==> src/rtl/mckw_pkg.sv <==
// ----------------------------------------------------------------------------
// mckw_pkg
// Shared types and constants for the multi-channel kick watchdog.
// ----------------------------------------------------------------------------
package mckw_pkg;

	localparam int CHANNELS_DEF = 8;
	localparam int TIME_W = 32;
	localparam int CH_W = 3;
	localparam int CMD_W = 2;
	localparam int MASK_W = 8;
	localparam logic [TIME_W-1:0] TIMEOUT_RST = 32'd1000;

	typedef enum logic [CMD_W-1:0] {
		CMD_TICK = 2'd0,
		CMD_KICK = 2'd1,
		CMD_RUN  = 2'd2
	} cmd_t;

	typedef enum logic [1:0] {
		MODE_INIT  = 2'd0,
		MODE_OK    = 2'd1,
		MODE_ERROR = 2'd2
	} mode_t;

	typedef enum logic [2:0] {
		ST_IDLE,
		ST_RUN,
		ST_DRAIN,
		ST_REPORT,
		ST_RESP
	} seq_state_t;

	typedef struct packed {
		logic [TIME_W-1:0] elapsed;
		mode_t             mode;
		logic              alive;
		logic              alive_upd;
	} eval_t;

endpackage

==> src/rtl/mckw_chan_eval.sv <==
// ----------------------------------------------------------------------------
// mckw_chan_eval
// Elapsed time and mode update for one channel during an evaluation pass.
// ----------------------------------------------------------------------------
module mckw_chan_eval (
	input  logic [mckw_pkg::TIME_W-1:0] stamp,
	input  logic                        stamp_vld,
	input  logic [mckw_pkg::TIME_W-1:0] now_ms,
	input  logic [mckw_pkg::TIME_W-1:0] timeout_ms,
	input  mckw_pkg::mode_t             mode_cur,
	output mckw_pkg::eval_t             res
);
	import mckw_pkg::*;

	logic [TIME_W-1:0] stamp_eff;
	logic [TIME_W-1:0] elapsed;
	logic              late;

	assign stamp_eff = stamp_vld ? stamp : '0;
	assign elapsed = (stamp_eff > now_ms) ? '0 : now_ms - stamp_eff;
	assign late = (elapsed >= timeout_ms);

	always_comb begin
		res.elapsed = elapsed;
		res.mode = mode_cur;
		res.alive = 1'b1;
		res.alive_upd = 1'b0;
		unique case (mode_cur)
			MODE_INIT: begin
				res.mode = MODE_OK;
				res.alive = 1'b1;
				res.alive_upd = 1'b1;
			end
			MODE_OK: begin
				if (late) begin
					res.mode = MODE_ERROR;
					res.alive = 1'b0;
					res.alive_upd = 1'b1;
				end
			end
			MODE_ERROR: begin
				if (!late) begin
					res.mode = MODE_OK;
					res.alive = 1'b1;
					res.alive_upd = 1'b1;
				end
			end
			default: begin
				res.mode = mode_cur;
				res.alive_upd = 1'b0;
			end
		endcase
	end

endmodule

==> src/rtl/multi_channel_kick_watchdog.sv <==
// Sequence: a tick or kick transaction passes the REPORT state and waits in RESP
// until the output register is free; a run transaction first passes RUN and DRAIN.
// A new transaction is accepted only in the idle state, once the last is through;
// the run pass reads one kick stamp from memory per cycle.
// Reset: asynchronous; counter 0, timeout 1000, all channels alive in init mode.
// ----------------------------------------------------------------------------
// multi_channel_kick_watchdog
// Watchdog with a millisecond counter, per-channel kick stamps and a
// sequenced evaluation pass over stamp and elapsed-time memories.
// ----------------------------------------------------------------------------
module multi_channel_kick_watchdog #(
	parameter int CHANNELS = mckw_pkg::CHANNELS_DEF
) (
	input  logic                          clk,
	input  logic                          arst_n,
	input  logic                          timeout_we,
	input  logic [mckw_pkg::TIME_W-1:0]   timeout_wdata,
	input  logic                          in_valid,
	output logic                          in_ready,
	input  logic [mckw_pkg::CMD_W-1:0]    cmd,
	input  logic [mckw_pkg::CH_W-1:0]     channel,
	output logic                          out_valid,
	input  logic                          out_ready,
	output logic [mckw_pkg::MASK_W-1:0]   alive_mask,
	output logic                          all_alive,
	output logic                          channel_alive,
	output logic [mckw_pkg::TIME_W-1:0]   channel_elapsed
);
	import mckw_pkg::*;

	localparam int IDX_W = (CHANNELS > 1) ? $clog2(CHANNELS) : 1;
	localparam logic [IDX_W-1:0] LAST_IDX = IDX_W'(CHANNELS - 1);

	seq_state_t state_q, state_d;

	logic [TIME_W-1:0] timeout_q;
	logic [TIME_W-1:0] now_q;
	logic [CH_W-1:0]   ch_q;
	logic [IDX_W-1:0]  cnt_q;

	logic [TIME_W-1:0] kick_mem [CHANNELS];
	logic [TIME_W-1:0] el_mem [CHANNELS];
	logic [CHANNELS-1:0] kick_valid_q;
	logic [CHANNELS-1:0] el_valid_q;
	mode_t mode_q [CHANNELS];
	logic [CHANNELS-1:0] alive_q;

	logic              proc_vld_s1;
	logic [IDX_W-1:0]  idx_s1;
	logic [TIME_W-1:0] stamp_s1;
	logic              stamp_vld_s1;

	logic [TIME_W-1:0] el_rd_q;
	logic              el_rvld_q;

	logic              out_valid_q;
	logic [MASK_W-1:0] mask_q;
	logic              all_q;
	logic              ch_alive_q;
	logic [TIME_W-1:0] ch_el_q;

	logic              accept;
	logic              out_free;
	logic              run_en;
	logic              rep_en;
	logic              load_out;
	logic [IDX_W-1:0]  in_idx;
	logic              in_range;
	logic [IDX_W-1:0]  q_idx;
	logic              q_range;
	logic [MASK_W-1:0] mask_now;
	eval_t             ev;

	assign in_idx = IDX_W'(channel);
	assign in_range = (32'(channel) < 32'(CHANNELS));
	assign q_idx = IDX_W'(ch_q);
	assign q_range = (32'(ch_q) < 32'(CHANNELS));
	assign accept = in_valid && in_ready;
	assign out_free = !out_valid_q || out_ready;

	always_comb begin
		state_d = state_q;
		unique case (state_q)
			ST_IDLE: begin
				if (in_valid) begin
					state_d = (cmd_t'(cmd) == CMD_RUN) ? ST_RUN : ST_REPORT;
				end
			end
			ST_RUN: begin
				if (cnt_q == LAST_IDX) begin
					state_d = ST_DRAIN;
				end
			end
			ST_DRAIN: state_d = ST_REPORT;
			ST_REPORT: state_d = ST_RESP;
			ST_RESP: begin
				if (out_free) begin
					state_d = ST_IDLE;
				end
			end
			default: state_d = ST_IDLE;
		endcase
	end

	always_comb begin
		in_ready = (state_q == ST_IDLE);
		run_en = (state_q == ST_RUN);
		rep_en = (state_q == ST_REPORT);
		load_out = (state_q == ST_RESP) && out_free;
	end

	always_ff @(posedge clk or negedge arst_n) begin
		if (!arst_n) begin
			state_q <= ST_IDLE;
		end else begin
			state_q <= state_d;
		end
	end

	always_ff @(posedge clk or negedge arst_n) begin
		if (!arst_n) begin
			timeout_q <= TIMEOUT_RST;
		end else if (timeout_we) begin
			timeout_q <= timeout_wdata;
		end
	end

	always_ff @(posedge clk or negedge arst_n) begin
		if (!arst_n) begin
			now_q <= '0;
			cnt_q <= '0;
			proc_vld_s1 <= 1'b0;
		end else begin
			if (accept && cmd_t'(cmd) == CMD_TICK) begin
				now_q <= now_q + 1'b1;
			end
			if (run_en) begin
				cnt_q <= (cnt_q == LAST_IDX) ? '0 : cnt_q + 1'b1;
			end
			proc_vld_s1 <= run_en;
		end
	end

	always_ff @(posedge clk) begin
		if (accept) begin
			ch_q <= channel;
		end
		idx_s1 <= cnt_q;
	end

	// Kick stamp memory: written by kick transactions, read by the pass.
	always_ff @(posedge clk) begin
		if (accept && cmd_t'(cmd) == CMD_KICK && in_range) begin
			kick_mem[in_idx] <= now_q;
		end
		if (run_en) begin
			stamp_s1 <= kick_mem[cnt_q];
		end
	end

	always_ff @(posedge clk or negedge arst_n) begin
		if (!arst_n) begin
			kick_valid_q <= '0;
			stamp_vld_s1 <= 1'b0;
		end else begin
			if (accept && cmd_t'(cmd) == CMD_KICK && in_range) begin
				kick_valid_q[in_idx] <= 1'b1;
			end
			if (run_en) begin
				stamp_vld_s1 <= kick_valid_q[cnt_q];
			end
		end
	end

	mckw_chan_eval u_eval (
		.stamp      (stamp_s1),
		.stamp_vld  (stamp_vld_s1),
		.now_ms     (now_q),
		.timeout_ms (timeout_q),
		.mode_cur   (mode_q[idx_s1]),
		.res        (ev)
	);

	// Elapsed time memory: written by the pass, read for the report.
	always_ff @(posedge clk) begin
		if (proc_vld_s1) begin
			el_mem[idx_s1] <= ev.elapsed;
		end
		if (rep_en) begin
			el_rd_q <= el_mem[q_idx];
		end
	end

	always_ff @(posedge clk or negedge arst_n) begin
		if (!arst_n) begin
			el_valid_q <= '0;
			el_rvld_q <= 1'b0;
			alive_q <= '1;
			for (int i = 0; i < CHANNELS; i++) begin
				mode_q[i] <= MODE_INIT;
			end
		end else begin
			if (proc_vld_s1) begin
				el_valid_q[idx_s1] <= 1'b1;
				mode_q[idx_s1] <= ev.mode;
				if (ev.alive_upd) begin
					alive_q[idx_s1] <= ev.alive;
				end
			end
			if (rep_en) begin
				el_rvld_q <= el_valid_q[q_idx] && q_range;
			end
		end
	end

	for (genvar g = 0; g < MASK_W; g++) begin : g_mask
		if (g < CHANNELS) begin : g_on
			assign mask_now[g] = alive_q[g];
		end else begin : g_off
			assign mask_now[g] = 1'b0;
		end
	end

	always_ff @(posedge clk or negedge arst_n) begin
		if (!arst_n) begin
			out_valid_q <= 1'b0;
		end else if (load_out) begin
			out_valid_q <= 1'b1;
		end else if (out_ready) begin
			out_valid_q <= 1'b0;
		end
	end

	always_ff @(posedge clk) begin
		if (load_out) begin
			mask_q <= mask_now;
			all_q <= &alive_q;
			ch_alive_q <= q_range && alive_q[q_idx];
			ch_el_q <= el_rvld_q ? el_rd_q : '0;
		end
	end

	assign out_valid = out_valid_q;
	assign alive_mask = mask_q;
	assign all_alive = all_q;
	assign channel_alive = ch_alive_q;
	assign channel_elapsed = ch_el_q;

endmodule

==> config.mk <==
export PLATFORM = sky130hd
export DESIGN_NAME = multi_channel_kick_watchdog
export DESIGN_NICKNAME = d
export VERILOG_FILES = /design/src/rtl/mckw_pkg.sv /design/src/rtl/mckw_chan_eval.sv /design/src/rtl/multi_channel_kick_watchdog.sv
export SDC_FILE = /design/constraint.sdc
export NUM_CORES = 1
export LEC_CHECK = 0
export ABC_AREA = 1
export ABC_CLOCK_PERIOD_IN_PS = 8650
export BUFFER_PORTS_ARGS = -buffer_cell sky130_fd_sc_hd__buf_2
export CORE_ASPECT_RATIO = 0.7
export CORE_MARGIN = 10
export CORE_UTILIZATION = 43
export DETAILED_ROUTE_END_ITERATION = 10
export PLACE_DENSITY_LB_ADDON = 0.1
export SLEW_MARGIN = 20
export SYNTH_ARGS = -nofsm -noshare
export SYNTH_HDL_FRONTEND = slang
export SYNTH_SLANG_ARGS = --single-unit
==> constraint.sdc <==
create_clock -name clk -period 8.65 [get_ports clk]
set_input_delay 0 -clock clk [delete_from_list [all_inputs] [get_ports clk]]
set_output_delay 0 -clock clk [all_outputs]
set_load 0.02 [all_outputs]
==> results.sh <==
export IMPL_fp_dieH_um=246.6
export IMPL_post_layout_nonfiller_instances=3935
export IMPL_fin_skew_ns=0.02120
export IMPL_most_prevalent_standard_cell_on_the_critical_path="nand2_1"
export IMPL_synth_enable_flop_cells=621
export IMPL_startpoint_type="register"
export IMPL_port_buffer_count=85
export IMPL_grt_use_total_pct=19.48
export IMPL_biggest_area_contributors_in_the_synthesized_netlist="edfxtp_1 (59%), dfrtp_1 (7.9%), nor2_1 (7.1%)"
export IMPL_synthDominantAreaCellType="edfxtp_1"
export IMPL_grt_first_pass_wirelength_um=127300
export IMPL_timing_max_transition_violations_final=0
export IMPL_drive_gt1_share_pct=11.15
export IMPL_setup_viol=0
export IMPL_worst_slew_pin_transition_ns=1.018
export IMPL_fin_setup_tns_ns=0
export IMPL_place_detailed_instances=3761
export IMPL_cellPowerDensity_nw_per_um2=342.6
export IMPL_detailroute_via_count=21180
export IMPL_synth_distinct_cells=50
export IMPL_synthesis_nets=2906
export IMPL_hold_slack_ns=0.03076
export IMPL_cp_required_ns=9.20
export IMPL_tritoncts="built"
export IMPL_num_nets_final=3026
export IMPL_detail_route_iter0_violations=1888
export IMPL_dieArea_um2=84760
export IMPL_ctsHtreeMaxLevel=3
export IMPL_post_drt_via_cell_ratio=5.383
export IMPL_post_synth_top_area_fraction_pct=59.12
export IMPL_first_pass_iters=5
export IMPL_post_route_period_util_pct=62.96
export IMPL_cts_buffer_depth=3
export IMPL_timing_max_cap_violations=0
export IMPL_criticalPathCategory="register to register"
export IMPL_routed_wl_um=83080
export IMPL_design_portCount=86
export IMPL_root_driver="clkbuf_16"
export IMPL_initial_antenna_violation_count=0
export IMPL_hold_class="primary input to register"
export IMPL_status="complete, no violations"
export IMPL_synthFlopType="edfxtp_1"
export IMPL_max_stage_delay_ns=0.63
export IMPL_synth_area_um2=31540
export IMPL_grt_pass1_vias=20630
export IMPL_timing_final_crit_period_ns=5.446
export IMPL_timing_max_slew_rel_slack_pct=32.14
export IMPL_final_estimated_routing_congestion_in_global_placement=0.8901
export IMPL_floorplan_initialDensity_pct=43.73
export IMPL_flop_and_latch_count_out_of_synthesis=738
export IMPL_grt_setup_unrepaired="no"
export IMPL_final_area_um2=35920
export IMPL_diodes=0
export IMPL_numCtsBuffers=72
export IMPL_synth_yosys_seq_area_share_pct=68.41
export IMPL_hpwl_um=50500
export IMPL_most_instantiated_library_cell_after_synthesis="edfxtp_1"
export IMPL_cp_arrival_ns=5.99
export IMPL_max_freq_mhz=183.6
export IMPL_setup_worst_path_end_class="register"
export IMPL_antenna_left=0
export IMPL_crit_path_max_fanout=27
export IMPL_worst_setup_hold_path_clk_slew_ns=0.07
export IMPL_cts_repair_resized=0
export IMPL_synth_async_reset_ratio_pct=15.45
export IMPL_report_final_hold_viol_count=0
export IMPL_ir_drop_mv=0.2435
export IMPL_drc_errors=0
export IMPL_leakage_dissipation_nw=13.07
export IMPL_area_growth_pct=13.88
export IMPL_core_area_um2=72130
export IMPL_postSynthAreaPerCell_um2=11.28
export IMPL_cp_slowest_cell="nor2_1"
export IMPL_grt_start_max_net_pins=98
export IMPL_netlist_top_cells_count="edfxtp_1 (621), nor2_1 (595), o21ai_0 (356), nand2_1 (329), inv_1 (159)"
export IMPL_placementRows=82
export IMPL_routedWlPerCell_um=21.11
export IMPL_syn_instance_count=2796
export IMPL_die_x_um=343.7
export IMPL_synth_warnings=0
export IMPL_worst_skew_pair_late_latency_ns=0.63
export IMPL_grt_overflow_total=0
export IMPL_post_dp_cell_area_um2=33110
export IMPL_numClockSinks=738
==> layout make-up <==
type,instances,area [µm²]
Tap cell,966,1209
Inverter,173,655.6
Clock inverter,34,279.0
Sequential cell,738,21580
Timing Repair Buffer,168,1190
Fill cell,6391,36210
Multi-Input combinational cell,1763,8965
Clock buffer,93,2037
==> flip-flops by register name, indices dropped and copies added, names as in the netlist, 16 cells and up <==
signal and count:
el_mem 256, kick_mem 256, channel_elapsed 32, el_rd_q 32, now_q 32, stamp_s1 32, timeout_q 32, mode_q 16
==> what timing repair did <==
item | CTS | global route
setup buffers | 0 | 0
hold buffers | 47 | 0
endpoints found under the hold margin | 109 | 0
endpoints found under the setup margin | 0 | 0
==> cells by family after synthesis <==
group	count (synthesis)	share of synthesized area, %
and+or+nand+nor	1062	13.87
DFF	738	68.41
AOI/OAI and AO/OA	579	9.882
buffers and inverters	295	3.606
adders and majority gates	68	2.721
xor gates and xnor gates	53	1.472
muxes	1	0.03570
==> power by group <==
part,switching (mW),internal [mW],leakage (nW)
Clock,1.34,1.78,1.15
Combinational,2.91,1.07,5.20
Sequential,0.290,4.90,6.72
Total,4.55,7.76,13.1
==> final timing paths <==
| kind | from | end | slack (ns) | depth (start not counted) |
|---|---|---|---|---|
| max reg2reg | now_q[0] | alive_q[1] | 3.20 | 25 |
| min in group asynchronous | arst_n | alive_q[2] | 0.07 | 2 |
| min | timeout_we | timeout_q[20] | 0.03 | 4 |
| max in group asynchronous | arst_n | timeout_q[12] | 7.77 | 3 |
| min reg2reg | kick_valid_q[1] | kick_valid_q[1] | 0.46 | 1 |
| max | now_q[0] | alive_q[1] | 3.20 | 25 |
==> through the flow <==
step | util (%) | worst slack [ns] | total power [mW]
4_1_cts | 49.80 | 3.233 | 12.38
3_3_place_gp | 45.91 | 3.275 | 9.144
5_1_grt | 49.80 | 2.618 | 13.08
3_5_place_dp | 45.91 | 3.273 | 9.206
6_report | 49.80 | 3.204 | 12.31
2_1_floorplan | - | 4.754 | 7.815
==> worst max-delay path, delay by kind of cell (launching register included) <==
kind | cells | cell delay (ns)
AND/OR/NAND/NOR | 14 | 2.06
flip-flops | 1 | 0.61
buffers and inverters | 4 | 0.51
AO/OA/AOI/OAI | 4 | 1.24
adder cells (fa/ha/maj) | 3 | 0.93
==> per-layer routing <==
metal | up-vias | global-route usage (%) | share of wire (%)
met4 | 0 | 3.723 | 1.5
met1 | 10480 | 29.10 | 49
met3 | 97 | 5.101 | 7.2
met5 | - | 0 | 0
li1 | 10030 | - | -
met2 | 580 | 28.34 | 42
==> cells in the final DEF (no fill, tap or decap), types with 66 or more instances in the layout <==
master     Yosys  routed
ha_1          67      67
o21ai_0      356     356
a31oi_1       66      66
edfxtp_1     621     621
buf_2          6      84
dfrtp_1      100      98
inv_1        159     155
nor2_1       595     577
o22ai_1       72      72
nand2_1      329     329
clkbuf_16      0      77
Power figures use the tool's default switching activity.
